$ cat src/hw/rtl/faorb_pkg.sv
package faorb_pkg;

    localparam int LEN_W      = 32;
    localparam int CAP_W      = 17;
    localparam int PTR_W      = 16;
    localparam int FRAME_W    = 4;
    localparam int BYTE_W     = 8;
    localparam int TOTAL_W    = 64;
    localparam int FUNC_W     = 2;
    localparam int CFG_IDX_W  = 1;
    localparam int CFG_DATA_W = 17;

    localparam int CAP_MAX             = 65536;
    localparam int STORE_DEPTH_DEFAULT = 65536;
    localparam logic [FRAME_W-1:0] FRAME_RESET = FRAME_W'(4);

    localparam int REM_DIGIT_W = 4;
    localparam int REM_STEPS   = LEN_W / REM_DIGIT_W;
    localparam int REM_CNT_W   = $clog2(REM_STEPS);

    typedef enum logic [FUNC_W-1:0] {
        FUNC_WRITE_START = 2'd0,
        FUNC_WRITE_BYTE  = 2'd1,
        FUNC_READ_START  = 2'd2,
        FUNC_READ_BYTE   = 2'd3
    } func_t;

    typedef enum logic [CFG_IDX_W-1:0] {
        CFG_CAPACITY_BYTES = 1'd0,
        CFG_FRAME_BYTES    = 1'd1
    } cfg_reg_t;

    typedef enum logic [4:0] {
        ST_IDLE,
        ST_CAP_GO,
        ST_CAP_WAIT,
        ST_WL_WAIT,
        ST_WCHK,
        ST_WS_WAIT,
        ST_WSUB,
        ST_WROOM,
        ST_WM_WAIT,
        ST_WDROP,
        ST_WAPPLY,
        ST_WFIN,
        ST_RW_WAIT,
        ST_RF_WAIT,
        ST_RMIN,
        ST_RFIN
    } state_t;

    typedef struct packed {
        func_t              func;
        logic [LEN_W-1:0]   length;
        logic [BYTE_W-1:0]  data_byte;
    } item_t;

    typedef struct packed {
        logic [CAP_W-1:0]   granted_length;
        logic [BYTE_W-1:0]  read_byte;
        logic [CAP_W-1:0]   queued_bytes;
        logic [TOTAL_W-1:0] dropped_bytes;
        logic [TOTAL_W-1:0] underrun_count;
    } result_t;

    typedef struct packed {
        logic              we;
        logic              re;
        logic [PTR_W-1:0]  addr;
        logic [BYTE_W-1:0] wdata;
    } mem_req_t;

    typedef struct packed {
        logic               go;
        logic [LEN_W-1:0]   value;
        logic [FRAME_W-1:0] divisor;
    } rem_req_t;

    typedef struct packed {
        logic               done;
        logic [FRAME_W-1:0] remainder;
    } rem_rsp_t;

endpackage

$ cat src/hw/rtl/faorb_rem.sv
module faorb_rem (
    input  logic                clk,
    input  logic                rst_n,
    input  faorb_pkg::rem_req_t req,
    output faorb_pkg::rem_rsp_t rsp
);
    import faorb_pkg::*;

    logic [LEN_W-1:0]     val_reg;
    logic [LEN_W-1:0]     val_next;
    logic [FRAME_W-1:0]   r_reg;
    logic [FRAME_W-1:0]   r_next;
    logic [FRAME_W-1:0]   r_step;
    logic [FRAME_W:0]     trial;
    logic [REM_CNT_W-1:0] cnt_reg;
    logic [REM_CNT_W-1:0] cnt_next;
    logic                 run_reg;
    logic                 run_next;
    logic                 done_reg;
    logic                 done_next;

    // one remainder digit per step, most significant bit first
    always_comb
    begin
        r_step = r_reg;
        trial  = '0;
        for (int i = 0; i < REM_DIGIT_W; i++)
        begin
            trial = {r_step, val_reg[LEN_W-1-i]};
            if (trial >= {1'b0, req.divisor})
            begin
                trial = trial - {1'b0, req.divisor};
            end
            r_step = trial[FRAME_W-1:0];
        end
    end

    always_comb
    begin
        val_next  = val_reg;
        r_next    = r_reg;
        cnt_next  = cnt_reg;
        run_next  = run_reg;
        done_next = 1'b0;
        if (req.go)
        begin
            val_next = req.value;
            r_next   = '0;
            cnt_next = '0;
            run_next = 1'b1;
        end
        else if (run_reg)
        begin
            val_next = val_reg << REM_DIGIT_W;
            r_next   = r_step;
            cnt_next = cnt_reg + REM_CNT_W'(1);
            if (cnt_reg == REM_CNT_W'(REM_STEPS - 1))
            begin
                run_next  = 1'b0;
                done_next = 1'b1;
            end
        end
    end

    always_ff @(posedge clk or negedge rst_n)
    begin
        if (!rst_n)
        begin
            cnt_reg  <= '0;
            run_reg  <= 1'b0;
            done_reg <= 1'b0;
        end
        else
        begin
            cnt_reg  <= cnt_next;
            run_reg  <= run_next;
            done_reg <= done_next;
        end
    end

    always_ff @(posedge clk)
    begin
        val_reg <= val_next;
        r_reg   <= r_next;
    end

    assign rsp.done      = done_reg;
    assign rsp.remainder = (req.divisor == '0) ? '0 : r_reg;

endmodule

$ cat config.mk
export PLATFORM = sky130hd
export DESIGN_NAME = faorb_rem
export DESIGN_NICKNAME = d
export VERILOG_FILES = /design/src/hw/rtl/faorb_pkg.sv /design/src/hw/rtl/faorb_rem.sv
export SDC_FILE = /design/constraint.sdc
export NUM_CORES = 1
export LEC_CHECK = 0
export BUFFER_PORTS_ARGS = -buffer_cell sky130_fd_sc_hd__buf_2
export CORE_ASPECT_RATIO = 2
export CORE_MARGIN = 4
export CORE_UTILIZATION = 56
export CTS_CLUSTER_SIZE = 14
export DETAILED_ROUTE_END_ITERATION = 10
export PLACE_DENSITY = 0.82
export SETUP_SLACK_MARGIN = 0.15
export SYNTH_ARGS = -nofsm -noshare
export SYNTH_HDL_FRONTEND = slang
export SYNTH_SLANG_ARGS = --single-unit
$ cat constraint.sdc
create_clock -name clk -period 6.51 [get_ports clk]
set_input_delay 0.651 -clock clk [delete_from_list [all_inputs] [get_ports clk]]
set_output_delay 0.651 -clock clk [all_outputs]
set_load 0.05 [all_outputs]
[After elaboration in Yosys (flattened, before gate mapping)]
Cells that the tools add are included.
Word-level totals
  flip-flop bits (word level): 41
  input bits: 39
  output and inout bits: 5
  logic and storage cells: 32
Cells by class
  add/subtract/negate cells: 5
  $lt $le $gt $ge: 4
  equal/unequal tests: 1
  multiplexer cells: 15
  reductions and logical operators: 2
Operators with widths (number)
  2-to-1 mux 32 bit: 2
  >= comparator 5 x 4 -> 1 bit: 4
  2-to-1 mux 4 bit: 5
  subtractor 4 bit: 4
  2-to-1 mux 1 bit: 6
  2-to-1 mux 3 bit: 2
  logical NOT 4 bit: 1
  adder 3 x 1 -> 3 bit, second input constant: 1
  equality test 3 bit, second input constant: 1
  nonzero test 2 bit: 1

[Depth between registers and ports, before layout]
  word-level depth: 8
  depth in mapped cells: 28
  mapped depth without buffers: 28

[Worst setup path before layout]
No wires, ideal clock.
  path type: input to register
  from: in req[2] (netlist bit)
  to: reg r_reg[1]
  setup time: 0.095 ns
  arrival time: 6.197 ns
  data required time: 6.415 ns
  setup slack: 0.218 ns
  stages on the path: 27
  buffers on the path: 0
  cells stage by stage: inv_1 -> ha_1 -> nor2_1 -> o21ai_1 -> nand2_1 -> mux2_2 -> inv_1 -> ha_1 -> a211oi_1 -> o21bai_1 -> a31oi_4 -> mux2_1 -> inv_1 -> ha_1 -> a211o_1 -> a21oi_1 -> o21ai_0 -> mux2i_2 -> mux2i_1 -> ha_1 -> a21o_1 -> a21o_1 -> a21o_1 -> a2111oi_2 -> mux2i_2 -> or4b_1 -> o311ai_1
On the way
  word-level cells in the longest chain between the ends: 8
  elaborated cells on any way between the ends: 12
  those cells by class: add/sub (4); order compare (4); mux (4)
Ends and longest elaborated chain
  start: declaration: line faorb_rem.sv:4  | input faorb_pkg::rem_req_t req,
  subtractor 4 bit / >= comparator 5 x 4 -> 1 bit (equally long branches): line faorb_rem.sv:32, faorb_rem.sv:30
  2-to-1 mux 4 bit: line faorb_rem.sv:30  | if (trial >= {1'b0, req.divisor})
  subtractor 4 bit / >= comparator 5 x 4 -> 1 bit (equally long branches): line faorb_rem.sv:32, faorb_rem.sv:30
  2-to-1 mux 4 bit: line faorb_rem.sv:30
  >= comparator 5 x 4 -> 1 bit / subtractor 4 bit (equally long branches): line faorb_rem.sv:30, faorb_rem.sv:32
  2-to-1 mux 4 bit: line faorb_rem.sv:30
  subtractor 4 bit / >= comparator 5 x 4 -> 1 bit (equally long branches): line faorb_rem.sv:32, faorb_rem.sv:30
  2-to-1 mux 4 bit *: line faorb_rem.sv:30
  end signal: assignment: line faorb_rem.sv:84  | r_reg <= r_next;
  end: declaration: line faorb_rem.sv:11  | logic [FRAME_W-1:0] r_reg;
Mark *: on every way between the ends. The rest lies on a longest branch, timed or not.
A chain may end at the register's enable or synchronous reset.

[Final worst setup path]
Ends and elaborated chain as after synthesis.

==> flow_summary.yaml <==
grt:
  grt_max_degree: 47
  first_global_vias: 1931
  gr-total-overflow: 0
  grt_pass1_wl_um: 8630
  antenna_found_initial: 0
  grt_use_total_pct: 18.7
place:
  place_congestion: 0.962
  dp_cells: 312
  io_buffers: 43
  dp_hpwl_um: 4080
yosys:
  synthesis.nets: 274
  synthArstFlopShare_pct: 12.2
  syn_area_um2: 2600
  synth.avg_cell_area_um2: 12.2
  yosysSeqAreaShare_pct: 44.9
  synthFlopType: "edfxtp_1"
  yosys_warnings: 0
  ys_types: 52
  synth-seq-cells: 41
  synth_edf_count: 32
  syn_inst: 213
critical_path:
  end_kind: "flop"
  path_class: "input pin to flop"
  critical_path_required_ns: 6.71
  crit_path_start: "req[2]"
  r2r-start: "r_reg[0]"
  path_max_fanout: 4
  critical_path_arrival_ns: 6.23
  start_kind: "input pin"
clock_network:
  ctsHoldBuffers: 0
  clock_path_buffers: 2
  cts_root_buffer: "clkbuf_8"
  clk_latency_ns: 0.29
  clkSlewWorstSetupHoldPaths_ns: 0.08
  cts_sinks: 41
  cts_buffers: 5
  htree_num_levels: 2
  cts_tree: "built"
finish:
  layout.area.seq_um2: 1170
  fill_cells: 381
  antennaDiodeCount: 0
  final_cell_mix: "43 x buf_2, 32 x mux2_2, 32 x edfxtp_1, 17 x inv_1, 17 x ha_1"
  largest_reg_flops: 32
  area_growth_syn_to_layout_pct: 18.3
  mostFrequentLayoutCell: "buf_2"
  stdcell_count: 320
  final_nets: 326
  multi_input_area_um2: 1400
  drive_above_1_share_pct: 41.7
sta:
  hold_ws_ns: 0.162
  rsz0062_at_grt: "no"
  slew_headroom_pct: 41.7
  skew_ns: 0.00801
  setup_viol: 0
  min_period_ns: 6.03
  drv_slew: 0
  timing.fmax_mhz: 166
  tightest_slew_ns: 0.874
  fin_tns_setup_ns: 0
  hold_violations: 0
  post-route-period-util_pct: 92.7
floorplanning:
  start_util_pct: 58.7
  row_count: 34
  die_w_um: 56.2
  die_height_um: 104
  die_area_um2: 5860
  ioPinCount: 44
  core_um2: 4420
drt:
  wl_per_cell_um: 16.3
  ant_nets: 0
  wirelength_um: 5230
  routed_via_density: 5.60
  drc: 0
  vias: 1792
  drt-initial-drc-count: 31
  firstDrtPassIters: 4
power_and_ir_drop:
  irDropWorstVdd_mv: 0.362
  leakage_nw: 1.37
  power_density_nw_per_um2: 562
outcome:
  status: "finished, final reports clean"
worst_hold_path:
  hp-class: "input pin to async pin"
run:
  cap_violations: 0
==> report_power, final <==
group          total, W  leakage, nW  internal [W]  switching [W]
registers      0.000343        0.442      0.000322      0.0000208
clock network  0.000168       0.0455     0.0000865      0.0000816
logic           0.00122        0.882      0.000621       0.000596
==> cell families (layout without fill, tap and decap cells) <==
family	Yosys count	count (layout)	synth area share (%)
xor+xnor	6	6	2.02
flops	41	41	44.9
compound gates	33	33	10.2
buf+inv	25	78	3.76
fa+ha+maj	22	22	11.8
simple gates	46	46	10.1
mux	40	40	17.2
==> cell type report <==
| class | instances | share of cell area, % |
|---|---|---|
| clock buffer | 8 | 2.93 |
| inverter | 18 | 2.20 |
| multi-input combinational | 147 | 45.5 |
| sequential | 41 | 37.9 |
| tap | 54 | 2.20 |
| timing repair buffer | 52 | 9.20 |
==> synthesized netlist by cell type, types with 2 or more instances <==
master | instances | area (µm²)
a21o_1 | 6 | 45.0
a21oi_1 | 5 | 25.0
and2_1 | 4 | 25.0
buf_1 | 3 | 11.3
clkbuf_1 | 3 | 11.3
dfrtp_1 | 5 | 125
dfxtp_1 | 4 | 80.1
edfxtp_1 | 32 | 961
fa_1 | 4 | 80.1
ha_1 | 18 | 225
inv_1 | 18 | 67.6
mux2_2 | 31 | 349
mux2i_1 | 6 | 60.1
mux2i_2 | 2 | 27.5
nand2_1 | 3 | 11.3
nand2b_1 | 4 | 25.0
nor2_1 | 13 | 48.8
nor2b_1 | 7 | 43.8
nor3_1 | 3 | 15.0
nor3b_1 | 2 | 15.0
o21ai_0 | 4 | 20.0
o21ai_1 | 2 | 10.0
xnor2_1 | 4 | 35.0
xor2_1 | 2 | 17.5
==> metal layers <==
layer	share of wire, %	GRT usage, %	vias up
li1	-	-	882
met4	5.3	10.9	0
met5	0	0	-
met2	56	34.6	51
met1	35	19.0	839
met3	3.8	2.98	20
==> worst paths after layout <==
check | endpoint | slack, ns | cells after the start
worst max-delay path | r_reg[1] | 0.48 | 27
min in group clk | val_reg[21] | 0.55 | 1
worst min register to register | val_reg[21] | 0.55 | 1
worst max register to register | r_reg[1] | 0.61 | 25
worst min-delay path | done_reg | 0.16 | 1
max in group asynchronous | cnt_reg[1] | 6.21 | 1
==> what timing repair did <==
item                                    in CTS  in global routing
setup buffers                                0                  0
endpoints found under the setup margin       0                  4
gates resized for setup                      0                 15
==> critical path: stages <==
cell and delay (ns):
buf_2 0.09, inv_2 0.06, ha_1 0.34, nor2_2 0.16, o21ai_1 0.10, nand2_2 0.11, mux2_2 0.38, ha_1 0.35
o21ai_2 0.16, o21bai_2 0.10, a31oi_4 0.18, mux2_2 0.39, inv_1 0.06, ha_1 0.23, a211o_1 0.25, a21oi_1 0.15
o21ai_0 0.12, mux2i_2 0.23, mux2i_2 0.33, ha_1 0.30, a21o_1 0.17, a21o_1 0.17, a21o_1 0.21, a2111oi_4 0.20
mux2i_2 0.12, or4b_1 0.51, o311ai_1 0.09
==> metrics by stage <==
stage,power [W],util (%),instance area [µm²],setup WS (ns)
after floorplan,0.00118,-,2600,0.218
after global placement,0.00147,66.0,2920,0.0594
after detailed placement,0.00149,66.0,2920,0.00982
after CTS,0.00167,68.0,3010,0.289
after global routing,0.00187,69.5,3070,0.159
final,0.00173,69.5,3070,0.476
No activity file was read; power rests on OpenSTA's default activity.
