**src/hw/rtl/faorb_pkg.sv**
```systemverilog
package faorb_pkg;

    localparam int LEN_W      = 32;
    localparam int CAP_W      = 17;
    localparam int PTR_W      = 16;
    localparam int FRAME_W    = 4;
    localparam int BYTE_W     = 8;
    localparam int TOTAL_W    = 64;
    localparam int FUNC_W     = 2;
    localparam int CFG_IDX_W  = 1;
    localparam int CFG_DATA_W = 17;

    localparam int CAP_MAX             = 65536;
    localparam int STORE_DEPTH_DEFAULT = 65536;
    localparam logic [FRAME_W-1:0] FRAME_RESET = FRAME_W'(4);

    localparam int REM_DIGIT_W = 4;
    localparam int REM_STEPS   = LEN_W / REM_DIGIT_W;
    localparam int REM_CNT_W   = $clog2(REM_STEPS);

    typedef enum logic [FUNC_W-1:0] {
        FUNC_WRITE_START = 2'd0,
        FUNC_WRITE_BYTE  = 2'd1,
        FUNC_READ_START  = 2'd2,
        FUNC_READ_BYTE   = 2'd3
    } func_t;

    typedef enum logic [CFG_IDX_W-1:0] {
        CFG_CAPACITY_BYTES = 1'd0,
        CFG_FRAME_BYTES    = 1'd1
    } cfg_reg_t;

    typedef enum logic [4:0] {
        ST_IDLE,
        ST_CAP_GO,
        ST_CAP_WAIT,
        ST_WL_WAIT,
        ST_WCHK,
        ST_WS_WAIT,
        ST_WSUB,
        ST_WROOM,
        ST_WM_WAIT,
        ST_WDROP,
        ST_WAPPLY,
        ST_WFIN,
        ST_RW_WAIT,
        ST_RF_WAIT,
        ST_RMIN,
        ST_RFIN
    } state_t;

    typedef struct packed {
        func_t              func;
        logic [LEN_W-1:0]   length;
        logic [BYTE_W-1:0]  data_byte;
    } item_t;

    typedef struct packed {
        logic [CAP_W-1:0]   granted_length;
        logic [BYTE_W-1:0]  read_byte;
        logic [CAP_W-1:0]   queued_bytes;
        logic [TOTAL_W-1:0] dropped_bytes;
        logic [TOTAL_W-1:0] underrun_count;
    } result_t;

    typedef struct packed {
        logic              we;
        logic              re;
        logic [PTR_W-1:0]  addr;
        logic [BYTE_W-1:0] wdata;
    } mem_req_t;

    typedef struct packed {
        logic               go;
        logic [LEN_W-1:0]   value;
        logic [FRAME_W-1:0] divisor;
    } rem_req_t;

    typedef struct packed {
        logic               done;
        logic [FRAME_W-1:0] remainder;
    } rem_rsp_t;

endpackage

```
**src/hw/rtl/faorb_ctrl.sv**
```systemverilog
module faorb_ctrl #(
    parameter int MEM_DEPTH = faorb_pkg::CAP_MAX
) (
    input  logic                                  clk,
    input  logic                                  rst_n,
    input  logic                                  start,
    input  faorb_pkg::item_t                      item,
    output logic                                  busy,
    output logic                                  done,
    output faorb_pkg::result_t                    result,
    input  logic                                  cfg_en,
    input  logic [faorb_pkg::CFG_IDX_W-1:0]       cfg_index,
    input  logic [faorb_pkg::CFG_DATA_W-1:0]      cfg_data,
    output faorb_pkg::mem_req_t                   mem_req,
    input  logic [faorb_pkg::BYTE_W-1:0]          mem_rdata,
    output faorb_pkg::rem_req_t                   rem_req,
    input  faorb_pkg::rem_rsp_t                   rem_rsp
);
    import faorb_pkg::*;

    localparam int CAP_LIMIT_INT = (MEM_DEPTH < CAP_MAX) ? MEM_DEPTH : CAP_MAX;
    localparam logic [CAP_W-1:0] CAP_LIMIT = CAP_W'(CAP_LIMIT_INT);

    state_t               state_reg, state_next;
    logic                 done_reg, done_next;
    logic                 rb_sel_reg, rb_sel_next;
    logic [CAP_W-1:0]     granted_reg, granted_next;
    logic [CAP_W-1:0]     capacity_reg, capacity_next;
    logic [FRAME_W-1:0]   frame_reg, frame_next;
    logic [CAP_W-1:0]     cap_eff_reg, cap_eff_next;
    logic [PTR_W-1:0]     rp_reg, rp_next;
    logic [PTR_W-1:0]     wp_reg, wp_next;
    logic [CAP_W-1:0]     fill_reg, fill_next;
    logic [TOTAL_W-1:0]   dropped_reg, dropped_next;
    logic [TOTAL_W-1:0]   underrun_reg, underrun_next;
    logic [LEN_W-1:0]     cidx_reg, cidx_next;
    logic [LEN_W-1:0]     cskip_reg, cskip_next;
    logic [LEN_W:0]       cend_reg, cend_next;
    logic [CAP_W-1:0]     rgrant_reg, rgrant_next;
    logic [CAP_W-1:0]     ridx_reg, ridx_next;
    logic [LEN_W-1:0]     len_reg, len_next;
    logic [LEN_W-1:0]     skip_reg, skip_next;
    logic [CAP_W-1:0]     miss_reg, miss_next;

    logic                 accept;
    logic                 cap_zero;
    logic [CAP_W-1:0]     cap_min;
    logic [FRAME_W-1:0]   rem;
    logic [CAP_W-1:0]     wp_plus;
    logic [CAP_W-1:0]     rp_plus;
    logic [PTR_W-1:0]     wp_inc;
    logic [PTR_W-1:0]     rp_inc;
    logic                 in_chunk;
    logic [CAP_W:0]       room_sum;
    logic [CAP_W:0]       miss_diff;
    logic                 miss_pos;
    logic [CAP_W-1:0]     drop_n;
    logic [CAP_W:0]       drop_sum;
    logic [CAP_W:0]       drop_wrap;
    logic [PTR_W-1:0]     rp_drop;
    logic [CAP_W-1:0]     miss_up;
    logic                 rd_fill_go;
    logic [LEN_W-1:0]     len_over;

    assign busy     = (state_reg != ST_IDLE);
    assign accept   = start && !busy;
    assign cap_zero = (cap_eff_reg == '0);
    assign cap_min  = (capacity_reg > CAP_LIMIT) ? CAP_LIMIT : capacity_reg;
    assign rem      = rem_rsp.remainder;

    assign wp_plus = {1'b0, wp_reg} + CAP_W'(1);
    assign rp_plus = {1'b0, rp_reg} + CAP_W'(1);
    assign wp_inc  = (wp_plus == cap_eff_reg) ? '0 : wp_plus[PTR_W-1:0];
    assign rp_inc  = (rp_plus == cap_eff_reg) ? '0 : rp_plus[PTR_W-1:0];

    assign in_chunk = (cidx_reg >= cskip_reg) && ({1'b0, cidx_reg} < cend_reg);

    assign room_sum  = {1'b0, len_reg[CAP_W-1:0]} + {1'b0, fill_reg};
    assign miss_pos  = room_sum > {1'b0, cap_eff_reg};
    assign miss_diff = room_sum - {1'b0, cap_eff_reg};

    assign drop_n    = (state_reg == ST_WCHK) ? fill_reg : miss_reg;
    assign drop_sum  = {2'b00, rp_reg} + {1'b0, drop_n};
    assign drop_wrap = drop_sum - {1'b0, cap_eff_reg};
    assign rp_drop   = (drop_sum >= {1'b0, cap_eff_reg}) ? drop_wrap[PTR_W-1:0]
                                                         : drop_sum[PTR_W-1:0];

    assign miss_up    = (rem == '0) ? miss_reg
                                    : miss_reg + CAP_W'(frame_reg - rem);
    assign rd_fill_go = !cap_zero && (len_reg != '0) && (fill_reg != '0);
    assign len_over   = len_reg - LEN_W'(cap_eff_reg);

    always_comb
    begin
        state_next = state_reg;
        unique case (state_reg)
            ST_IDLE:
            begin
                if (accept)
                begin
                    if (item.func == FUNC_WRITE_START && !cap_zero && item.length != '0)
                    begin
                        state_next = ST_WL_WAIT;
                    end
                    else if (item.func == FUNC_READ_START)
                    begin
                        state_next = ST_RW_WAIT;
                    end
                end
            end
            ST_CAP_GO:   state_next = ST_CAP_WAIT;
            ST_CAP_WAIT: if (rem_rsp.done) state_next = ST_IDLE;
            ST_WL_WAIT:  if (rem_rsp.done) state_next = ST_WCHK;
            ST_WCHK:
            begin
                if (len_reg == '0)
                begin
                    state_next = ST_IDLE;
                end
                else if (len_reg > LEN_W'(cap_eff_reg))
                begin
                    state_next = ST_WS_WAIT;
                end
                else
                begin
                    state_next = ST_WROOM;
                end
            end
            ST_WS_WAIT:  if (rem_rsp.done) state_next = ST_WSUB;
            ST_WSUB:     state_next = ST_WROOM;
            ST_WROOM:    state_next = miss_pos ? ST_WM_WAIT : ST_WFIN;
            ST_WM_WAIT:  if (rem_rsp.done) state_next = ST_WDROP;
            ST_WDROP:    state_next = ST_WAPPLY;
            ST_WAPPLY:   state_next = ST_WFIN;
            ST_WFIN:     state_next = ST_IDLE;
            ST_RW_WAIT:
            begin
                if (rem_rsp.done)
                begin
                    state_next = rd_fill_go ? ST_RF_WAIT : ST_RFIN;
                end
            end
            ST_RF_WAIT:  if (rem_rsp.done) state_next = ST_RMIN;
            ST_RMIN:     state_next = ST_RFIN;
            ST_RFIN:     state_next = ST_IDLE;
            default:     state_next = ST_IDLE;
        endcase
        if (cfg_en)
        begin
            state_next = ST_CAP_GO;
        end
    end

    always_comb
    begin
        done_next     = 1'b0;
        rb_sel_next   = 1'b0;
        granted_next  = '0;
        capacity_next = capacity_reg;
        frame_next    = frame_reg;
        cap_eff_next  = cap_eff_reg;
        rp_next       = rp_reg;
        wp_next       = wp_reg;
        fill_next     = fill_reg;
        dropped_next  = dropped_reg;
        underrun_next = underrun_reg;
        cidx_next     = cidx_reg;
        cskip_next    = cskip_reg;
        cend_next     = cend_reg;
        rgrant_next   = rgrant_reg;
        ridx_next     = ridx_reg;
        len_next      = len_reg;
        skip_next     = skip_reg;
        miss_next     = miss_reg;

        mem_req.we    = 1'b0;
        mem_req.re    = 1'b0;
        mem_req.addr  = wp_reg;
        mem_req.wdata = item.data_byte;

        rem_req.go      = 1'b0;
        rem_req.value   = len_reg;
        rem_req.divisor = frame_reg;

        unique case (state_reg)
            ST_IDLE:
            begin
                if (accept)
                begin
                    unique case (item.func)
                        FUNC_WRITE_START:
                        begin
                            cidx_next  = '0;
                            cskip_next = '0;
                            cend_next  = '0;
                            skip_next  = '0;
                            len_next   = item.length;
                            if (cap_zero || item.length == '0)
                            begin
                                done_next = 1'b1;
                            end
                            else
                            begin
                                rem_req.go    = 1'b1;
                                rem_req.value = item.length;
                            end
                        end
                        FUNC_WRITE_BYTE:
                        begin
                            done_next = 1'b1;
                            if (cidx_reg != '1)
                            begin
                                cidx_next = cidx_reg + LEN_W'(1);
                            end
                            if (in_chunk && !cap_zero && fill_reg < cap_eff_reg)
                            begin
                                mem_req.we   = 1'b1;
                                mem_req.addr = wp_reg;
                                wp_next      = wp_inc;
                                fill_next    = fill_reg + CAP_W'(1);
                            end
                        end
                        FUNC_READ_START:
                        begin
                            len_next      = item.length;
                            rem_req.go    = 1'b1;
                            rem_req.value = item.length;
                        end
                        FUNC_READ_BYTE:
                        begin
                            done_next = 1'b1;
                            if (ridx_reg < rgrant_reg)
                            begin
                                ridx_next = ridx_reg + CAP_W'(1);
                                if (fill_reg != '0 && !cap_zero)
                                begin
                                    mem_req.re   = 1'b1;
                                    mem_req.addr = rp_reg;
                                    rp_next      = rp_inc;
                                    fill_next    = fill_reg - CAP_W'(1);
                                    rb_sel_next  = 1'b1;
                                end
                            end
                        end
                    endcase
                end
            end
            ST_CAP_GO:
            begin
                rem_req.go    = 1'b1;
                rem_req.value = LEN_W'(cap_min);
            end
            ST_CAP_WAIT:
            begin
                if (rem_rsp.done)
                begin
                    cap_eff_next = cap_min - CAP_W'(rem);
                end
            end
            ST_WL_WAIT:
            begin
                if (rem_rsp.done)
                begin
                    len_next = len_reg - LEN_W'(rem);
                end
            end
            ST_WCHK:
            begin
                if (len_reg == '0)
                begin
                    done_next = 1'b1;
                end
                else if (len_reg > LEN_W'(cap_eff_reg))
                begin
                    skip_next     = len_over;
                    rem_req.go    = 1'b1;
                    rem_req.value = len_over;
                    rp_next       = rp_drop;
                    fill_next     = '0;
                    dropped_next  = dropped_reg + TOTAL_W'(fill_reg);
                end
            end
            ST_WS_WAIT:
            begin
                if (rem_rsp.done)
                begin
                    skip_next = skip_reg - LEN_W'(rem);
                end
            end
            ST_WSUB:
            begin
                len_next = len_reg - skip_reg;
            end
            ST_WROOM:
            begin
                if (miss_pos)
                begin
                    miss_next     = miss_diff[CAP_W-1:0];
                    rem_req.go    = 1'b1;
                    rem_req.value = LEN_W'(miss_diff[CAP_W-1:0]);
                end
            end
            ST_WM_WAIT:
            begin
                if (rem_rsp.done)
                begin
                    miss_next = miss_up;
                end
            end
            ST_WDROP:
            begin
                if (miss_reg > fill_reg)
                begin
                    miss_next = fill_reg;
                end
            end
            ST_WAPPLY:
            begin
                rp_next      = rp_drop;
                fill_next    = fill_reg - miss_reg;
                dropped_next = dropped_reg + TOTAL_W'(miss_reg);
            end
            ST_WFIN:
            begin
                cskip_next   = skip_reg;
                cend_next    = {1'b0, skip_reg} + {1'b0, len_reg};
                granted_next = len_reg[CAP_W-1:0];
                done_next    = 1'b1;
            end
            ST_RW_WAIT:
            begin
                if (rem_rsp.done)
                begin
                    len_next = len_reg - LEN_W'(rem);
                    if (rd_fill_go)
                    begin
                        rem_req.go    = 1'b1;
                        rem_req.value = LEN_W'(fill_reg);
                    end
                    else
                    begin
                        rgrant_next = '0;
                    end
                end
            end
            ST_RF_WAIT:
            begin
                if (rem_rsp.done)
                begin
                    rgrant_next = fill_reg - CAP_W'(rem);
                end
            end
            ST_RMIN:
            begin
                if (len_reg < LEN_W'(rgrant_reg))
                begin
                    rgrant_next = len_reg[CAP_W-1:0];
                end
            end
            ST_RFIN:
            begin
                if (LEN_W'(rgrant_reg) < len_reg)
                begin
                    underrun_next = underrun_reg + TOTAL_W'(1);
                end
                ridx_next    = '0;
                granted_next = rgrant_reg;
                done_next    = 1'b1;
            end
            default:
            begin
                done_next = 1'b0;
            end
        endcase

        if (cfg_en)
        begin
            unique case (cfg_reg_t'(cfg_index))
                CFG_CAPACITY_BYTES: capacity_next = cfg_data[CAP_W-1:0];
                CFG_FRAME_BYTES:    frame_next    = cfg_data[FRAME_W-1:0];
            endcase
            done_next     = 1'b0;
            rb_sel_next   = 1'b0;
            granted_next  = '0;
            mem_req.we    = 1'b0;
            mem_req.re    = 1'b0;
            rp_next       = '0;
            wp_next       = '0;
            fill_next     = '0;
            dropped_next  = '0;
            underrun_next = '0;
            cidx_next     = '0;
            cskip_next    = '0;
            cend_next     = '0;
            rgrant_next   = '0;
            ridx_next     = '0;
        end
    end

    always_ff @(posedge clk or negedge rst_n)
    begin
        if (!rst_n)
        begin
            state_reg    <= ST_IDLE;
            done_reg     <= 1'b0;
            rb_sel_reg   <= 1'b0;
            granted_reg  <= '0;
            capacity_reg <= '0;
            frame_reg    <= FRAME_RESET;
            cap_eff_reg  <= '0;
            rp_reg       <= '0;
            wp_reg       <= '0;
            fill_reg     <= '0;
            dropped_reg  <= '0;
            underrun_reg <= '0;
            cidx_reg     <= '0;
            cskip_reg    <= '0;
            cend_reg     <= '0;
            rgrant_reg   <= '0;
            ridx_reg     <= '0;
        end
        else
        begin
            state_reg    <= state_next;
            done_reg     <= done_next;
            rb_sel_reg   <= rb_sel_next;
            granted_reg  <= granted_next;
            capacity_reg <= capacity_next;
            frame_reg    <= frame_next;
            cap_eff_reg  <= cap_eff_next;
            rp_reg       <= rp_next;
            wp_reg       <= wp_next;
            fill_reg     <= fill_next;
            dropped_reg  <= dropped_next;
            underrun_reg <= underrun_next;
            cidx_reg     <= cidx_next;
            cskip_reg    <= cskip_next;
            cend_reg     <= cend_next;
            rgrant_reg   <= rgrant_next;
            ridx_reg     <= ridx_next;
        end
    end

    always_ff @(posedge clk)
    begin
        len_reg  <= len_next;
        skip_reg <= skip_next;
        miss_reg <= miss_next;
    end

    assign done                  = done_reg;
    assign result.granted_length = granted_reg;
    assign result.read_byte      = rb_sel_reg ? mem_rdata : '0;
    assign result.queued_bytes   = fill_reg;
    assign result.dropped_bytes  = dropped_reg;
    assign result.underrun_count = underrun_reg;

endmodule
```
**config.mk**
```make
export PLATFORM = sky130hd
export DESIGN_NAME = faorb_ctrl
export DESIGN_NICKNAME = d
export VERILOG_FILES = /design/src/hw/rtl/faorb_pkg.sv /design/src/hw/rtl/faorb_ctrl.sv
export SDC_FILE = /design/constraint.sdc
export NUM_CORES = 2
export LEC_CHECK = 0
export BUFFER_PORTS_ARGS = -buffer_cell sky130_fd_sc_hd__clkbuf_2
export CORE_MARGIN = 2
export CORE_UTILIZATION = 60
export CTS_CLUSTER_SIZE = 25
export DETAILED_ROUTE_END_ITERATION = 7
export PLACE_DENSITY = 0.83
export SLEW_MARGIN = 20
export SYNTH_ARGS = -nofsm -noshare
export SYNTH_HDL_FRONTEND = slang
export SYNTH_SLANG_ARGS = --single-unit
```
**constraint.sdc**
```tcl
create_clock -name clk -period 15.8 [get_ports clk]
set_input_delay 0.79 -clock clk [delete_from_list [all_inputs] [get_ports clk]]
set_output_delay 0.79 -clock clk [all_outputs]
set_load 0.005 [all_outputs]
```
# Word-level counts from Yosys, hierarchy flattened
# Index checks and enable logic that the tools add are counted.
[word_totals] output_inout_bits=235 in_bits=77 elab_cells=284 register_bits=451
[op_classes] mux=119 magnitude_cmp=11 n_reduce_logical=57 add_sub_neg=23 bitwise=1 n_eq_ne=53
[ops] operator="2-to-1 mux 17 bit" n=25
[ops] operator="2-to-1 mux 32 bit" n=13
[ops] operator="2-to-1 mux 64 bit" n=6
[ops] operator="2-to-1 mux 33 bit" n=10
[ops] operator="2-to-1 mux 16 bit" n=16
[ops] operator="case mux 32 bit (3 select lines)" n=2
[ops] operator="case mux 33 bit (5 select lines)" n=1
[ops] operator="case mux 17 bit (3 select lines)" n=3
[ops] operator="case mux 33 bit (2 select lines)" n=2
[ops] operator="adder 64 x 17 -> 64 bit" n=2
[ops] operator="case mux 32 bit (2 select lines)" n=2
[ops] operator="case mux 64 bit (2 select lines)" n=1
[ops] operator="case mux 17 bit (2 select lines)" n=3
[ops] operator="case mux 5 bit (14 select lines)" n=1
[ops] operator="adder 64 x 1 -> 64 bit (second input constant)" n=1
[ops] operator="logical NOT 32 bit" n=2
[ops] operator="nonzero test 32 bit" n=2
[ops] operator="subtractor 32 x 4 -> 32 bit" n=2
[ops] operator="2-to-1 mux 5 bit" n=10
[ops] operator="case mux 16 bit (3 select lines)" n=1
[ops] operator="inequality test 3 bit (second input constant)" n=15
[ops] operator="== test 5 x 4 -> 1 bit (second input constant)" n=8
[ops] operator="2-to-1 mux 18 bit" n=2
[ops] operator="adder 16 x 1 -> 17 bit (second input constant)" n=2
[ops] operator="other kinds (62)" n=132

# Longest topological paths before layout
[logic_depth] word_depth=9 ltp_mapped=30 ltp_nobuf=25

# Least setup slack after synthesis
# Ideal clock, no wire load.
[synth_path] kind="reg2out" start="register fill_reg[0]" end="output port rem_req[30] (netlist name)" t_arrival_ns=4.736 required_ns=15.010 path_stages_with_launch=24 path_slack_ns=10.274 path_cell_list="dfrtp_1 ha_1 fa_1 a21o_1 a21oi_1 o21bai_1 a21oi_1 o21bai_1 a21oi_1 o311a_1 nand2b_1 a21oi_1 xnor2_1 ha_1 a21o_1 a21oi_1 o21ai_0 or3_1 o21bai_1 a31oi_1 a31oi_2 clkbuf_1 o21ai_0 o311ai_0"
[synth_rtl] element="start, declared" line_no="faorb_ctrl.sv:33" text="logic [CAP_W-1:0] fill_reg, fill_next;"
[synth_rtl] element="start signal, assigned" line_no="faorb_ctrl.sv:433" text="fill_reg <= fill_next;"
[synth_rtl] element="end, declared" line_no="faorb_ctrl.sv:16" text="output faorb_pkg::rem_req_t rem_req,"

==> results.md <==
Detailed routing:
- The number of vias per cell after detailed routing is 6.54.
- The DRC violation count after routing is 9.
- Across all layers, the routed design uses 36100 vias.
- The first routing iteration left 4262 violations.
- The routed wire length is 130000 um.
- The number of detailed-routing iterations run before antenna repair is 8.
- The routed wire length per instance is 23.6 um.
- The number of nets with antenna violations after routing is 0.

Placed design:
- Detailed placement ended at an HPWL of 98300 um.
- During placement, the flow inserted port buffers numbering 295.
- The congestion estimate from routability-driven global placement came to 1.04.

Setup path:
- The critical path's most frequent cell is sky130_fd_sc_hd__a21oi_1.
- STA classifies the critical path endpoint as a primary output.
- The stage delay of the slowest cell on the critical path is 860 ps.
- The start of the worst register-to-register path is state_reg[3].
- The required time of the critical path is 15010 ps.
- The worst register-to-register path ends at rp_reg[12].
- The critical path starts at len_reg[0].
- The kind of critical path is flip-flop to primary output.
- The number of cells on the worst reg-to-reg path is 25.
- The setup check on the worst reg-to-reg path leaves a slack of 9080 ps.
- The endpoint arrival time on the critical path is 7320 ps.
- The maximum fanout encountered on the critical timing path is 18.
- The slowest stage of the critical path is the sky130_fd_sc_hd__a31oi_2 cell.
- The worst setup path is launched from a flip-flop.
- In this run the worst setup path terminates at rem_req[9].

GRT:
- The via count of the first global-routing pass is 33700.
- The number of antenna violations at the first check in global routing came to 2.
- Entering global routing, the biggest net connects 152 pins.
- Global routing finished with a remaining overflow of 0.
- The overall track demand over capacity in global routing is 0.400.
- The first-pass GRT wire length is 198000 um.

Hold path:
- The path class of the tightest hold or removal check is primary input to async pin.

Timing:
- The tightest hold margin is 149 ps.
- The number of hold violations in the final report is 0.
- The transition at the pin with the smallest max-transition slack is 1100 ps.
- Counting I/O delays and the setup requirement, the final critical path takes 8110 ps.
- Clock skew on the completed layout was measured at 44.2 ps.
- The peak clock frequency supported by timing is 123 MHz.
- The final sum of negative setup slack is 0 ps.
- The number of slew-limit violations in the final report was 0.
- Setup repair after global routing left no endpoint under its margin.
- Setup violations remaining at the end of the flow were counted as 0.
- Headroom to the max-slew limit came out at 0.264.
- The part of the cycle the worst path needs is 0.513.

Clocking:
- CTS placed an instance of sky130_fd_sc_hd__clkbuf_16 at the clock tree root.
- At the later pin of the worst-skew pair, clock insertion delay measures 640 ps.
- The clock passes through at most 3 buffers.
- The maximum level of the CTS H-tree is 2.
- Post-CTS timing repair inserted 0 buffers for setup.
- Clock-pin slew was measured on the worst setup and hold paths at 60 ps.
- The quantity of gates resized following cts is 0.
- For this design, the sink count on the clock tree is 450.
- The hold buffer count at CTS is 0.
- TritonCTS created 53 clock buffers.
- The TritonCTS clock tree is done.

Power:
- The proportion of total power due to net switching is 0.507.
- The standby leakage power is 19.0 nW.
- The share of total power dissipated in sequential elements is 0.202.
- The proportion of power drawn by combinational gates is 0.651.
- Across the VDD grid, the largest voltage drop is 0.182 mV.
- The share of total power in the clock network is 0.147.
- The internal power is 4.44 mW.
- The total net switching power is 4.56 mW.
- The power per cell area is 217 nW/um2.

Logic synthesis:
- For this run, the register share of the synthesized area comes to 0.313.
- Counting flops with a built-in enable in the synthesized netlist gives 81.
- The simple-gate portion of the synthesized area is 0.197.
- The post-synthesis net count is 4845.
- The area fraction of the dominant cell type after synthesis is 0.247.
- The combined area of all synthesized cells is 37300 um2.
- The mean instance size in the synthesized netlist is 8.46 um2.
- After synthesis, the share of flip-flops with an asynchronous set or reset is 0.820.
- The count of synthesis-stage warnings from yosys is 0.
- The leading area contributor after synthesis is sky130_fd_sc_hd__dfrtp_1.
- In the synthesized netlist, the number of instances is 4408.
- In the post-synthesis netlist, the biggest area contributors are sky130_fd_sc_hd__dfrtp_1 (25%), sky130_fd_sc_hd__ha_1 (12%), sky130_fd_sc_hd__edfxtp_1 (6.5%), sky130_fd_sc_hd__xnor2_1 (4.7%), sky130_fd_sc_hd__xor2_1 (4.6%).
- In this run, synthesis produced a sequential element count of 450.
- The dominant combinational cell family by area after synthesis is compound AO/OA/AOI/OAI gates.
- The number of distinct library cells after synthesis is 102.
- After synthesis, the share of cell area in mux cells is 0.0198.
- The post-synthesis compound-gate area fraction is 0.210.
- The arithmetic-cell share of the synthesized area counting full adders, half adders and majority gates is 0.124.
- The synthesized-area fraction occupied by xor and xnor cells is 0.0925.
- For this run, the leading register cell type out of synthesis is sky130_fd_sc_hd__dfrtp_1.

Cells and area:
- In the final layout, flip-flops and latches occupy 11700 um2.
- The post-synthesis to final-layout area growth is 11.4%.
- The area used by multi-input combinational logic is 24100 um2.
- In the final design database the tool counted 5078 nets.
- The number of fill cells in the layout is 5125.
- The fraction of layout instances using a drive strength above 1 is 0.124.

Floorplan:
- The number of placed I/O pins is 312.
- The initial standard-cell utilization of the core is 0.606.
- The die covers 64200 um2.
- In this run the standard cell core region covers 61600 um2.
- The floorplan has 91 rows.
- Measured along the y axis, the die boundary spans 253 um.
- The die is 253 um wide.

Status:
- The flow ran to the end, but the final reports show violations.
- The checks that failed: design-rule violations.

Flow run:
- The max-cap violation count is 0.
## worst min-delay path by stage
stage,end,slack [ps],cells past startpoint
floorplan,cend_reg[24],450,2
global placement,cend_reg[30],460,2
detailed placement,cend_reg[16],470,2
CTS,underrun_reg[58],220,1
global route,underrun_reg[38],240,1
finish,underrun_reg[58],150,1
## cell type report
cell class,instances,share of cell area
multi-input cells,3549,0.580
repair buffers,361,0.0481
clock inverters,23,0.00777
flip-flops and latches,450,0.281
inverters,226,0.0204
diodes,1,0.0000602
clock buffers,77,0.0373
well taps,837,0.0252
## per-stage QoR
| stage | utilization | instances | instance area (um2) | total power, mW | setup WS (ps) |
|---|---|---|---|---|---|
| 2_1_floorplan | - | 4408 | 37300 | 5.66 | 10270 |
| 6_report | 0.675 | 5524 | 41600 | 9.01 | 7690 |
| 3_5_place_dp | 0.644 | 5423 | 39700 | 7.40 | 8590 |
| 5_1_grt | 0.675 | 5523 | 41600 | 9.50 | 7400 |
| 3_3_place_gp | 0.644 | 5423 | 39700 | 7.36 | 8690 |
| 4_1_cts | 0.674 | 5523 | 41500 | 8.76 | 7900 |
## cell usage after synthesis, drive strengths merged, types with 19 or more instances
| cell | count |
|---|---|
| a211oi | 54 |
| a21o | 127 |
| a21oi | 286 |
| a22o | 35 |
| a31oi | 34 |
| and2 | 37 |
| and3 | 68 |
| buf | 39 |
| clkbuf | 143 |
| dfrtp | 368 |
| edfxtp | 81 |
| ha | 345 |
| inv | 226 |
| mux2 | 47 |
| mux2i | 21 |
| nand2 | 387 |
| nand2b | 47 |
| nand3 | 137 |
| nand4 | 92 |
| nor2 | 406 |
| nor2b | 60 |
| nor3 | 103 |
| nor4 | 44 |
| o211ai | 23 |
| o21a | 46 |
| o21ai | 346 |
| o21bai | 22 |
| o22ai | 41 |
| o31ai | 31 |
| o32ai | 19 |
| or2 | 26 |
| or3 | 49 |
| xnor2 | 200 |
| xor2 | 194 |
## logic make-up after synthesis
logic type,Yosys count
buf+inv,409
flops,450
compound gates,1221
fa+ha+maj,360
xor+xnor,394
mux,68
simple gates,1506
## placed cells by master (no fill, tap or decap), drive strengths merged, types with 35 or more instances in the layout
cell type | netlist | layout
inv | 226 | 230
o21ai | 346 | 346
or3 | 49 | 49
edfxtp | 81 | 81
nand4 | 92 | 92
nor2 | 406 | 406
buf | 39 | 68
and3 | 68 | 68
nand2b | 47 | 47
xnor2 | 200 | 200
nor2b | 60 | 60
a211oi | 54 | 54
nor3 | 103 | 103
nor4 | 44 | 44
mux2 | 47 | 47
a21oi | 286 | 286
xor2 | 194 | 194
o21a | 46 | 46
o22ai | 41 | 41
nand3 | 137 | 137
a22o | 35 | 35
dfrtp | 368 | 368
clkbuf | 143 | 370
and2 | 37 | 37
ha | 345 | 345
a21o | 127 | 127
nand2 | 387 | 387
## metal layers
metal,track usage,vias to the layer above,share of wire
li1,-,16500,-
met3,0.0913,385,0.12
met2,0.580,2083,0.42
met4,0.193,4,0.052
met1,0.563,17200,0.41
met5,0,-,0.00023
## power by group through the flow
stage                     Clock, mW  Combinational (mW)  Sequential (mW)
after floorplan                   0                4.01             1.65
after global placement            0                5.56             1.80
after detailed placement          0                5.60             1.81
after CTS                      1.33                5.64             1.79
after global routing           1.38                6.30             1.82
final                          1.33                5.86             1.82
## worst max-delay path, delay by kind of cell (launching register included)
family	cells	cell delay (ps)
flip-flops	1	580
AO/OA/AOI/OAI	15	3730
AND/OR/NAND/NOR	3	670
XOR/XNOR	1	140
buffers and inverters	3	540
adder cells (fa/ha/maj)	3	1010
No activity file was read; power rests on OpenSTA's default activity.
